$ cat src/rtl/lca_ram.sv
// ----------------------------------------------------------------------------
// lca_ram: simple dual-port synchronous RAM
// One write port and one read port; read data is registered, so it appears
// in the cycle after the address. No reset on the storage.
// ----------------------------------------------------------------------------
module lca_ram #(
  parameter int DEPTH = 64,
  parameter int WIDTH = 64
) (
  input  logic                     clk_i,
  input  logic                     we_i,
  input  logic [$clog2(DEPTH)-1:0] waddr_i,
  input  logic [WIDTH-1:0]         wdata_i,
  input  logic [$clog2(DEPTH)-1:0] raddr_i,
  output logic [WIDTH-1:0]         rdata_o
);

  logic [WIDTH-1:0] mem_q [DEPTH];

  // Write port.
  always_ff @(posedge clk_i) begin
    if (we_i) begin
      mem_q[waddr_i] <= wdata_i;
    end
  end

  // Registered read port.
  always_ff @(posedge clk_i) begin
    rdata_o <= mem_q[raddr_i];
  end

endmodule

$ cat config.mk
export PLATFORM = sky130hd
export DESIGN_NAME = lca_ram
export DESIGN_NICKNAME = d
export VERILOG_FILES = /design/src/rtl/lca_ram.sv
export SDC_FILE = /design/constraint.sdc
export NUM_CORES = 2
export LEC_CHECK = 0
export BUFFER_PORTS_ARGS = -buffer_cell sky130_fd_sc_hd__buf_2
export CORE_ASPECT_RATIO = 0.7
export CORE_MARGIN = 8
export CORE_UTILIZATION = 31
export CTS_BUF_LIST = sky130_fd_sc_hd__clkbuf_16
export CTS_CLUSTER_DIAMETER = 30
export DETAILED_ROUTE_END_ITERATION = 10
export HOLD_SLACK_MARGIN = 0.05
export PLACE_DENSITY = 0.52
export SYNTH_ARGS = -nofsm -noshare
export SYNTH_HDL_FRONTEND = slang
export SYNTH_SLANG_ARGS = --single-unit
$ cat constraint.sdc
create_clock -name clk_i -period 11.75 [get_ports clk_i]
set_input_delay 1.175 -clock clk_i [delete_from_list [all_inputs] [get_ports clk_i]]
set_output_delay 1.175 -clock clk_i [all_outputs]
set_load 0.02 [all_outputs]
# Yosys cells after proc, flatten, opt, wreduce, memory -nomap -nowiden
# Memory sizes are Yosys's and may differ from the RTL's. A register that Yosys moved wholly into a read port is not among the register bits.
# Index checks and enable logic that the tools add are counted.
dict set report op_classes {
  addsub 0
  mul 0
  div 0
  n_lt_le_gt_ge 0
  n_eq_ne 0
  shift 0
  mux 2
  n_bitwise 0
  reduce_logical 0
}
# op count
set op_table {}
lappend op_table {{2-to-1 mux 1 bit} 2}
dict set report totals {
  ff_bits 0
  latchBits 0
  mem_bits_rw 4096
  rom_bits 0
  inputBits 78
  out_inout_bits 64
  word_cells 3
  memories 1
}
# memory words width rd rd_clocked_by_memory_dff wr line_no
set memory_table {}
lappend memory_table {mem_q 64 64 1 1 1 18} ;# logic [WIDTH-1:0] mem_q [DEPTH];

# Depth between registers and ports, before layout
dict set report depth {
  ltp_word 2
  depth_mapped 9
  mapped_depth_nobuf 5
}

# Least setup slack after synthesis
# Ideal clock, no wire load.
dict set report synth_timing {
  path_kind {input -> register}
  startpoint {in waddr_i[3]}
  endpoint {mem mem_q[48][0], enable pin}
  setup_time_ns 0.564
  t_arrival_ns 6.047
  t_required_ns 11.186
  slack_ns 5.139
  cell_stages 4
  n_path_buf 1
  path_cell_list {clkbuf_1 nor2b_1 nand4b_1 nor3_1}
}
# item line_no
set synth_lines {}
lappend synth_lines {{start: declaration} 12} ;# input logic [$clog2(DEPTH)-1:0] waddr_i,
lappend synth_lines {{end: declaration} 18}
# No word-level cell before the write port.

==> reports/summary.txt <==
======================================================================================
Reported max-cap violation count ........................................            0
Via Count ...............................................................       78,840
Crit path DAT ...........................................................      5.36 ns
EDFF count, synth .......................................................        4,096
Clock tree from TritonCTS ...............................................         done
Flops & latches, synth ..................................................        4,160
Critical register-to-register path startpoint ........................... mem_q[38][36]
Y dimension of the die ..................................................     610.2 um
WL per Instance .........................................................     34.74 um
Number of setup violations in the final report ..........................            0
Synthesized netlist net count ...........................................        6,676
Time the worst path needs with I/O delays and setup .....................     4.583 ns
Final hold violations ...................................................            0
Chain of cells forming the critical path ................................ buf_8 -> buf_12 -> buf_4 -> buf_4 -> mux4_2 -> mux2i_1 -> o22ai_1 -> a41oi_1 -> a211oi_1
Worst R2R Path Depth ....................................................            4
Run status .............................................................. finished, final reports clean
Total GRT Usage .........................................................       0.1831
Post-detailed-route DRC marker count ....................................            0
Remaining number of nets flagged by the antenna check after routing .....            0
Via count of the first global-routing pass ..............................       77,980
Layout-stage area growth over the synthesis result ......................       18.61%
Sw Pwr ..................................................................   0.007830 W
Clock power share .......................................................        0.490
Maximum number of pins on one net before global-route repair ............          110
Routability congestion estimate .........................................       0.7538
Final period utilization ................................................       0.3900
Sequential element share of the synthesized area ........................       0.7949
Delay contributed by the slowest stage of the critical path .............      0.78 ns
Total global routing overflow ...........................................            0
Crit end category .......................................................     register
Kind of path behind the tightest hold check .............................   reg -> reg
Cell area after technology mapping ......................................   0.1563 mm2
Number of distinct standard cells referenced by the synthesized netlist .           33
Crit-path max FO ........................................................           90
Dominant cells by area after synthesis .................................. edfxtp_1 79%, mux4_2 15%, mux2i_1 0.86%
Net count of the finished layout ........................................        7,261
Postcts setup bufs ......................................................            0
Crit Path Class .........................................................    in -> reg
Smallest setup slack after layout .......................................     7.167 ns
First-pass GRT wire length ..............................................     672.7 mm
Post-detail-place hpwl ..................................................     268.5 mm
Worst-skew pair later-pin latency .......................................      0.95 ns
Most area-hungry cell type in the Yosys netlist .........................     edfxtp_1
Switching share of power ................................................       0.2215
RSZ-0062 raised after global routing ....................................           no
Floorplan core area .....................................................   0.5030 mm2
Crit Reg-Reg Endpoint ...................................................  rdata_o[36]
Fraction of post-synthesis cell area in the top cell type by area .......       0.7867
Critical path startpoint ................................................   raddr_i[2]
Internal power summed over all cells ....................................    0.02751 W
CTS H-tree depth ........................................................            6
Vias per std cell .......................................................        5.485
Actual transition at the worst max-transition pin .......................     1.360 ns
Most used DFF post-synth ................................................     edfxtp_1
Count of instances resized after the clock tree is built ................            0
Data required time at the worst endpoint ................................     12.53 ns
Power density cells ..................................................... 190.6 mW/mm2
Total clock buffers created by CTS ......................................          572
Fraction of registers with async set or reset after synthesis ...........            0
Seq pwr share ...........................................................        0.468
Starting DRC count in detailed routing ..................................       11,590
Root buffer selected by CTS .............................................    clkbuf_16
Fmax ....................................................................    218.2 MHz
Total number of placement rows ..........................................          218
Die width ...............................................................     864.8 um
Wire length after detailed routing ......................................     499.3 mm
Pre-CTS setup slack .....................................................     6.263 ns
Share of power burned in combinational logic ............................        0.041
Register-to-register setup slack ........................................      9.43 ns
Clk buf depth ...........................................................            4
Die ar. .................................................................   0.5277 mm2
Number of slew-limit violations in the final report .....................            0
Antenna violations before repair ........................................           80
Filler instances ........................................................       45,410
Hold bufs inserted after CTS ............................................            0
Cells after synthesis ...................................................        6,598
Storage element area ....................................................   0.1243 mm2
Normalized max-slew margin ..............................................      0.09093
Avg Synthesized Cell Area ...............................................    23.70 um2
Sink count of the clock tree ............................................        4,160
Critical Path Start Type ................................................    input pin
IR Drop Worst-Case VDD ..................................................    0.1269 mV
Min-delay src ........................................................... mem_q[50][48]
Total Negative Setup Slacks .............................................         0 ns
Master of the slowest instance on the critical path .....................        buf_4
1st-pass router iterations ..............................................            5
Clock tree skew after final layout ......................................   0.05463 ns
Fraction of layout cells with a size suffix above 1 .....................       0.3199
Crit-path most repeated cell ............................................        buf_4
Number of port buffers ..................................................          141
Reg clk slew, reported paths ............................................      0.06 ns
Initial standard-cell utilization of the core ...........................       0.3108
Number of warning messages in the yosys log .............................            0
Top-level I/O count .....................................................          142
Area used by multi-input combinational logic ............................  0.03078 mm2
Worst setup path endpoint ...............................................   rdata_o[5]
Leakage power of the design .............................................     57.92 nW
======================================================================================
[synth_stat cells (all sizes together) (2+ instances only)]
cell        n
a211oi     63
nand3      45
a31oi      18
inv        19
nor2      112
and3       64
nand3b      2
buf       230
nor3        2
dfxtp      64
o221ai     38
edfxtp   4096
clkbuf    140
a41oi      26
mux4     1024
a22o       88
mux2i     135
or2        28
nor2b      28
a2bb2oi    19
or3        29
and2        3
a22oi     168
nand2b     11
nand4       2
o22ai      83
nand2      58
[cells in the final DEF (no fill, tap or decap), types with 45 or more instances in the layout]
| master | netlist | routed |
|---|---|---|
| and3_1 | 64 | 64 |
| clkinv_2 | 0 | 67 |
| clkinv_4 | 0 | 49 |
| a22o_1 | 88 | 88 |
| mux2i_1 | 135 | 135 |
| dfxtp_1 | 64 | 64 |
| buf_2 | 170 | 138 |
| clkinvlp_4 | 0 | 71 |
| nand3_1 | 45 | 45 |
| buf_4 | 34 | 232 |
| mux4_2 | 1024 | 1024 |
| a211oi_1 | 63 | 63 |
| inv_6 | 0 | 68 |
| bufinv_16 | 0 | 59 |
| clkinv_1 | 0 | 48 |
| edfxtp_1 | 4096 | 4096 |
| o22ai_1 | 83 | 83 |
| a22oi_1 | 168 | 168 |
| clkbuf_16 | 0 | 590 |
| nor2_1 | 112 | 47 |
| nor2_4 | 0 | 65 |
| nand2_1 | 58 | 55 |
| inv_1 | 19 | 80 |
[metrics by stage]
step / area, um2 / hold slack [ns] / util / std cells / total power, W
final: 185500 / 0.8369 / 0.3687 / 14370 / 0.03534
after global routing: 185400 / 0.8892 / 0.3687 / 14360 / 0.03627
after CTS: 185400 / 0.8417 / 0.3687 / 14360 / 0.03562
after detailed placement: 166200 / 0.8377 / 0.3304 / 13320 / 0.01835
after global placement: 166200 / 0.8206 / 0.3304 / 13320 / 0.01832
after floorplan: 156300 / 0.7878 / - / 6598 / 0.01758
[how the worst min path moves through the flow]
| stage | end | cells past startpoint |
|---|---|---|
| finish | rdata_o[48] | 4 |
| floorplan | rdata_o[61] | 4 |
| CTS | rdata_o[48] | 4 |
| global route | rdata_o[28] | 4 |
| global placement | rdata_o[16] | 4 |
| detailed placement | rdata_o[61] | 4 |
[cells by family after synthesis]
kind of cell           synth area share
multiplexers                     0.1561
buffers and inverters           0.01180
AO/OA/AOI/OAI                   0.02477
AND/OR/NAND/NOR                 0.01240
flip-flops                       0.7949
[worst max-delay path, delay by kind of cell]
kind | cells | cell delay (ns)
buffers and inverters | 4 | 2.71
AOI/OAI and AO/OA | 3 | 0.53
muxes | 2 | 0.58
[power by group through the flow]
| stage | clock network, W | logic, W | registers (W) |
|---|---|---|---|
| 3_3_place_gp | 0 | 0.00145 | 0.0169 |
| 2_1_floorplan | 0 | 0.000765 | 0.0168 |
| 3_5_place_dp | 0 | 0.00147 | 0.0169 |
| 5_1_grt | 0.0182 | 0.00154 | 0.0166 |
| 6_report | 0.0173 | 0.00146 | 0.0166 |
| 4_1_cts | 0.0176 | 0.00147 | 0.0166 |
[routing by layer]
layer,track usage,part of all wire,vias up
met1,0.2762,0.44,43770
met2,0.2708,0.44,4390
met5,0,0.00031,-
li1,-,-,29940
met4,0.03667,0.021,26
met3,0.04176,0.10,711
[layout make-up]
cell class                 count  share of cell area
sequential                  4160              0.6701
multi-input combinational   2049              0.1660
clock buffer                 590             0.07961
tap                         6710             0.04527
clock inverter               453             0.02419
timing repair buffer         381             0.01425
inverter                      19           0.0003846
antenna                       11           0.0001484
[registers in the layout (all words and copies together), names as in the netlist]
register and count:
rdata_o 64, mem_q 4096
Note: power is estimated with default switching activity, not from simulation.
