===== src/rtl/lca_pkg.sv =====
// ----------------------------------------------------------------------------
// lca_pkg: shared types, constants and the row update function
// Grid geometry, operation codes, register map, configuration struct and the
// per-row next-generation logic of the life-like cellular automaton.
// ----------------------------------------------------------------------------
package lca_pkg;

  // Grid geometry: the memory holds one row per entry.
  localparam int ROWS  = 64;
  localparam int COLS  = 64;
  localparam int ROW_W = $clog2(ROWS);
  localparam int COL_W = $clog2(COLS);

  localparam logic [ROW_W-1:0] ROW_LAST = ROW_W'(ROWS - 1);

  // Fixed widths of the command and configuration fields.
  localparam int OP_W    = 2;
  localparam int IDX_W   = 6;
  localparam int MASK_W  = 9;
  localparam int ADDR_W  = 4;
  localparam int DATA_W  = 32;
  localparam int REGI_W  = ADDR_W - 2;

  typedef logic [COLS-1:0] row_t;

  // Operation codes.
  typedef enum logic [OP_W-1:0] {
    OP_WRITE = 2'd0,
    OP_READ  = 2'd1,
    OP_STEP  = 2'd2,
    OP_CLEAR = 2'd3
  } lca_op_e;

  // Register indexes on the configuration port.
  localparam logic [REGI_W-1:0] REG_BIRTH   = 2'd0;
  localparam logic [REGI_W-1:0] REG_SURVIVE = 2'd1;
  localparam logic [REGI_W-1:0] REG_WRAP    = 2'd2;

  // Reset values of the rule registers.
  localparam logic [MASK_W-1:0] BIRTH_RST   = 9'd8;
  localparam logic [MASK_W-1:0] SURVIVE_RST = 9'd12;
  localparam logic              WRAP_RST    = 1'b1;

  typedef struct packed {
    logic [MASK_W-1:0] birth;
    logic [MASK_W-1:0] survive;
    logic              wrap;
  } lca_cfg_t;

  // Computes the next generation of one row from the rows above and below.
  // Each column is an independent lane: count eight neighbors, then pick
  // the rule bit from the survive or birth mask.
  function automatic row_t next_row(
    row_t              above,
    row_t              cur,
    row_t              below,
    logic              wrap,
    logic [MASK_W-1:0] birth,
    logic [MASK_W-1:0] survive
  );
    row_t       res;
    logic [3:0] cnt;
    logic       al;
    logic       ml;
    logic       bl;
    logic       ar;
    logic       mr;
    logic       br;
    for (int c = 0; c < COLS; c++) begin
      if (c == 0) begin
        al = wrap & above[COLS-1];
        ml = wrap & cur[COLS-1];
        bl = wrap & below[COLS-1];
      end else begin
        al = above[c-1];
        ml = cur[c-1];
        bl = below[c-1];
      end
      if (c == COLS - 1) begin
        ar = wrap & above[0];
        mr = wrap & cur[0];
        br = wrap & below[0];
      end else begin
        ar = above[c+1];
        mr = cur[c+1];
        br = below[c+1];
      end
      cnt = {3'b000, al} + {3'b000, above[c]} + {3'b000, ar}
          + {3'b000, ml} + {3'b000, mr}
          + {3'b000, bl} + {3'b000, below[c]} + {3'b000, br};
      res[c] = cur[c] ? survive[cnt] : birth[cnt];
    end
    return res;
  endfunction

endpackage


===== src/rtl/lca_cfg.sv =====
// ----------------------------------------------------------------------------
// lca_cfg: APB-style configuration registers
// Holds the birth mask, survive mask and edge wrap control. Writes complete
// in the access phase; pready is always high and reads are combinational.
// ----------------------------------------------------------------------------
module lca_cfg (
  input  logic                        clk_i,
  input  logic                        rst_ni,
  input  logic                        psel,
  input  logic                        penable,
  input  logic                        pwrite,
  input  logic [lca_pkg::ADDR_W-1:0]  paddr,
  input  logic [lca_pkg::DATA_W-1:0]  pwdata,
  output logic [lca_pkg::DATA_W-1:0]  prdata,
  output logic                        pready,
  output lca_pkg::lca_cfg_t           cfg_o
);

  logic [lca_pkg::MASK_W-1:0] birth_q;
  logic [lca_pkg::MASK_W-1:0] survive_q;
  logic                       wrap_q;
  logic [lca_pkg::REGI_W-1:0] reg_idx;
  logic                       wr_en;

  assign pready  = 1'b1;
  assign reg_idx = paddr[lca_pkg::ADDR_W-1:2];
  assign wr_en   = psel && penable && pwrite;

  // Register writes; an index beyond the map is ignored.
  always_ff @(posedge clk_i or negedge rst_ni) begin
    if (!rst_ni) begin
      birth_q   <= lca_pkg::BIRTH_RST;
      survive_q <= lca_pkg::SURVIVE_RST;
      wrap_q    <= lca_pkg::WRAP_RST;
    end else if (wr_en) begin
      unique case (reg_idx)
        lca_pkg::REG_BIRTH:   birth_q   <= pwdata[lca_pkg::MASK_W-1:0];
        lca_pkg::REG_SURVIVE: survive_q <= pwdata[lca_pkg::MASK_W-1:0];
        lca_pkg::REG_WRAP:    wrap_q    <= pwdata[0];
        default: ;
      endcase
    end
  end

  // Read-back mux.
  always_comb begin
    prdata = '0;
    unique case (reg_idx)
      lca_pkg::REG_BIRTH:   prdata = lca_pkg::DATA_W'(birth_q);
      lca_pkg::REG_SURVIVE: prdata = lca_pkg::DATA_W'(survive_q);
      lca_pkg::REG_WRAP:    prdata = lca_pkg::DATA_W'(wrap_q);
      default:              prdata = '0;
    endcase
  end

  assign cfg_o.birth   = birth_q;
  assign cfg_o.survive = survive_q;
  assign cfg_o.wrap    = wrap_q;

endmodule


===== config.mk =====
export PLATFORM = sky130hd
export DESIGN_NAME = lca_cfg
export DESIGN_NICKNAME = d
export VERILOG_FILES = /design/src/rtl/lca_pkg.sv /design/src/rtl/lca_cfg.sv
export SDC_FILE = /design/constraint.sdc
export NUM_CORES = 1
export LEC_CHECK = 0
export BUFFER_PORTS_ARGS = -buffer_cell sky130_fd_sc_hd__buf_2
export CAP_MARGIN = 10
export CORE_AREA = 2 2 46 69
export DETAILED_ROUTE_END_ITERATION = 10
export DIE_AREA = 0 0 48 71
export PLACE_DENSITY = 0.91
export SLEW_MARGIN = 20
export SYNTH_ARGS = -nofsm -noshare
export SYNTH_HDL_FRONTEND = slang
export SYNTH_SLANG_ARGS = --single-unit

===== constraint.sdc =====
create_clock -name clk_i -period 1.35 [get_ports clk_i]
set_input_delay 0.0675 -clock clk_i [delete_from_list [all_inputs] [get_ports clk_i]]
set_output_delay 0.0675 -clock clk_i [all_outputs]
set_load 0.05 [all_outputs]

# Word-level counts from Yosys, hierarchy flattened
# Cells that the tools add are included.
[word_totals] register_bits=19 latch_bits=0 ram_bits=0 rom_bits=0 inputBits=41 output_inout_bits=52 elab_cells=12 n_memories=0
[classes] add_sub_neg=0 n_mul=0 n_div=0 magnitude_cmp=0 eq_ne=2 shift=0 n_mux=1 bitwise=0 n_reduce_logical=6
[ops] op="$pmux W9 S3" n=1
[ops] op="$reduce_and A2 Y1" n=3
[ops] op="$eq A2 B1 Y1 const B" n=1
[ops] op="$eq A2 B2 Y1 const B" n=1
[ops] op="$logic_and A1 B1 Y1" n=2
[ops] op="$logic_not A2 Y1" n=1

# Longest topological paths before layout
[depth] depth_word=3 depth_mapped=4 depth_no_buf=3

# Worst setup path after synthesis
# Ideal clock, no wire load.
[synth_path] kind="flip-flop to output port" from="register survive_q[0] (netlist name)" to="output port prdata[0] (netlist name)" t_arrival_ps=1862 required_ps=1283 slack_ps=-579 path_stages_with_launch=3 path_buffers=0 path_cell_list="dfrtp_1 mux2i_1 o21ai_0"
[synth_via] elab_chain_cells=1
[synth_rtl] element="start, declared" line="lca_cfg.sv:20" source="logic [lca_pkg::MASK_W-1:0] survive_q;"
[synth_rtl] element="start signal, assigned" line="lca_cfg.sv:33" source="survive_q <= lca_pkg::SURVIVE_RST;"
[synth_rtl] element="start signal, assigned" line="lca_cfg.sv:38" source="lca_pkg::REG_SURVIVE: survive_q <= pwdata[lca_pkg::MASK_W-1:0];"
[synth_rtl] element="$pmux W9 S3" line="lca_cfg.sv:48" source="unique case (reg_idx)"
[synth_rtl] element="end, declared" line="lca_cfg.sv:14" source="output logic [lca_pkg::DATA_W-1:0] prdata,"
# No other way between the ends.

# Final worst setup path
[layout_path] from="register survive_q[3] (netlist name)" to="output port prdata[3] (netlist name)"
# The elaborated chain is that of the path after synthesis.

==> flow_summary_export.csv <==
group,metric,value,unit
status,outcome,"finished, final reports clean",
worst_setup_path,reg2reg_depth,1,
layout,final_common_cell,"buf_2",
clock_network,ctsHtreeMaxLevel,1,
worst_setup_path,crit-reg2reg-capture,"birth_q[7]",
clock_network,tritoncts_clock_tree,"done",
layout,final.fill_count,275,
global_routing,antenna_found_initial,0,
worst_setup_path,worst-setup-path-type,"register to output pin",
power,switching_share,49.9,%
drt,vias,754,
sta,post-route-min-period,1.28,ns
worst_setup_path,worst_path_dominant_cell_family,"flip-flops",
clock_network,cts.reportedPaths.clkPinSlew,0.07,ns
sta,skew,0,ns
power,power_frac_comb,51.3,%
logic_synthesis,synth.lib_cells_used.distinct,17,
logic_synthesis,synth-compound-area-share,0.450,%
power,ir_drop,0.000903,V
placement,final_weighted_congestion_in_routability_driven_placement,0.724,
worst_setup_path,endpoint_kind,"output pin",
layout,finalNonFillerCells,179,
drt,initialDrtViolationCount,5,
placement,io_buffer_count,43,
global_routing,first_global_vias,685,
global_routing,global_route_wire_length_before_repair,3260,µm
sta,finalHoldViolations,0,
layout,top_library_cells_by_usage_in_the_layout_fill_and_taps_aside,"buf_2, conb_1, dfrtp_1",
floorplanning,fp.dieH,71,µm
sta,report.final.slew_viol_count,0,
layout,final_layout_size_suffix_gt1_share,62.9,%
worst_setup_path,worst_path_largest_cell_delay,0.55,ns
drt,routed_wl,2140,µm
placement,hpwlAfterDp,1680,µm
min_path,worstHoldPathCells,2,
logic_synthesis,seq_area_frac_synth,43.2,%
sta,setup_repair_after_global_routing_missed_its_margin,"false",
power,cellPowerDensity,1800,nW/µm²
floorplanning,floorplan.initialDensity,39.0,%
clock_network,clock_sink_count,19,
layout,area_growth,24.4,%
min_path,whs_endpoint,"survive_q[4]",
floorplanning,core,2850,µm²
run,maxCapViolations,0,
worst_setup_path,worstReg2RegStart,"birth_q[7]",
worst_setup_path,worst-path-buf-inv,1,
global_routing,maximum_number_of_pins_on_one_net_before_global_route_repair,20,
sta,tns,0,ns
drt,vias_per_cell,4.21,
logic_synthesis,synth-seq-cells,19,
worst_setup_path,timing.critical_path.arrival,1.21,ns
power,p_int,1.25,mW
worst_setup_path,regToRegSetupSlack,0.57,ns
layout,nets,182,
power,power_leakage,0.758,nW
logic_synthesis,syn-cell-area,1110,µm²
worst_setup_path,critical_path_s_slowest_cell,"dfstp_2",
floorplanning,die_area,3410,µm²
clock_network,clk_latency,0.25,ns
logic_synthesis,netlist_instances,91,
logic_synthesis,synth_xor_area_share,0,%
placement,placed_cells_incl_taps,174,
worst_setup_path,worstPathMaxFanout,3,
floorplanning,fp_rows,24,
drt,drt_first_pass_iters,4,
sta,peak_clock_frequency_supported_by_timing,0.781,GHz
power,total_power_draw,2.50,mW
logic_synthesis,synth.area.mux_share,30.4,%
worst_setup_path,worst_setup_path_start_kind,"register",
worst_setup_path,cp_data_required_time,1.28,ns
sta,final-setup-viol-count,0,
floorplanning,io-pin-count,93,
drt,final_antenna_net_count,0,
logic_synthesis,synthesis.area_per_instance,12.2,µm²
worst_setup_path,worstPathCellList,"mux2i_1 > nor2_2 > buf_2",
logic_synthesis,dominant_combinational_cell_family_by_area_after_synthesis,"multiplexers",
logic_synthesis,basic_gate_share_of_the_synthesized_area_counting_and_or_nand_and_nor_cells,6.64,%
layout,antennaDiodeCount,0,
global_routing,grt_remaining_overflow,0,
clock_network,cts_buffers,3,
clock_network,cts_root_buffer,"clkbuf_8",
drt,avgRoutedWirePerCell,12.0,µm
drt,total_drc_errors_in_the_routed_layout,0,
logic_synthesis,synth-warning-count,0,
power,net-switching-power,1.24,mW
power,pwr-share-seq,33.0,%
sta,finalHoldWorstSlack,0.0556,ns
global_routing,global_route.usage.total,13.2,%
clock_network,clk_path_buf_depth,2,
layout,utilization,48.5,%
min_path,worstHoldStart,"pwdata[4]",
min_path,hold_class,"input pin to register",
sta,layout_worst_path_cycle_share,94.8,%
logic_synthesis,post_synth_fa_ha_maj_area_fraction,0,%
floorplanning,die_width,48,µm
power,p_clk_share,15.7,%
stage by stage:
| stage | cell area [µm²] | setup WS, ns |
|---|---|---|
| after floorplan | 1220 | 0.0279 |
| after global placement | 1330 | 0.0890 |
| after detailed placement | 1330 | 0.0748 |
| after CTS | 1380 | 0.0567 |
| after global routing | 1380 | 0.00518 |
| final | 1380 | 0.0700 |
routing by layer:
metal	GRT usage [%]	up-vias	share of wire, %
met1	18.2	356	43
met4	5.41	0	0.56
li1	-	354	-
met2	20.0	42	50
met3	2.04	2	6.0
met5	0	-	0
cell families after synthesis:
group           Yosys count
compound gates            1
flops                    19
other cells               2
simple gates             13
mux                      28
buf+inv                  28
power groups by stage:
stage | clock network (mW) | registers (mW) | logic [mW]
floorplan | 0 | 1.27 | 0.641
global placement | 0 | 0.830 | 1.27
detailed placement | 0 | 0.834 | 1.29
CTS | 0.409 | 0.825 | 1.29
global route | 0.429 | 0.847 | 1.34
finish | 0.393 | 0.823 | 1.28
repair_timing:
| action | 4_1_cts | 5_1_grt |
|---|---|---|
| endpoints found under the setup margin | 0 | 0 |
| gates resized for setup | 0 | 0 |
| hold buffers | 1 | 0 |
| buffers inserted | 0 | 0 |
| hold endpoints to repair | 15 | 0 |
registers in the layout, summed over array words and instances (netlist names):
signal	flops
wrap_q	1
birth_q	9
survive_q	9
worst max path at each step:
stage,cells after the start,from,to,slack (ns)
detailed placement,5,pwrite,survive_q[7],0.07
global placement,5,pwrite,survive_q[7],0.09
CTS,3,survive_q[3],prdata[3],0.06
global route,3,wrap_q,prdata[0],0.005
finish,3,survive_q[3],prdata[3],0.07
floorplan,2,survive_q[2],prdata[2],0.03
final cells by class:
cell class / count / area [µm²] / area share (%)
sequential: 19 / 480 / 34.7
tap: 39 / 48.8 / 3.53
clock inverter: 1 / 5.00 / 0.362
multi-input combinational: 66 / 531 / 38.3
timing repair buffer: 51 / 278 / 20.1
clock buffer: 3 / 41.3 / 2.98
Yosys cell counts:
master / count / area (µm²)
buf_4: 25 / 188
dfrtp_1: 15 / 375
mux2_2: 10 / 113
mux2_4: 9 / 135
mux2i_1: 9 / 90.1
nor2_1: 8 / 30.0
dfstp_2: 4 / 105
conb_1: 2 / 7.51
buf_2: 1 / 5.00
buf_6: 1 / 11.3
clkbuf_1: 1 / 3.75
nand3_2: 1 / 10.0
nand3b_1: 1 / 7.51
nor3_2: 1 / 10.0
nor3b_1: 1 / 7.51
o21ai_0: 1 / 5.00
or3b_1: 1 / 8.76
Power figures use the tool's default switching activity.
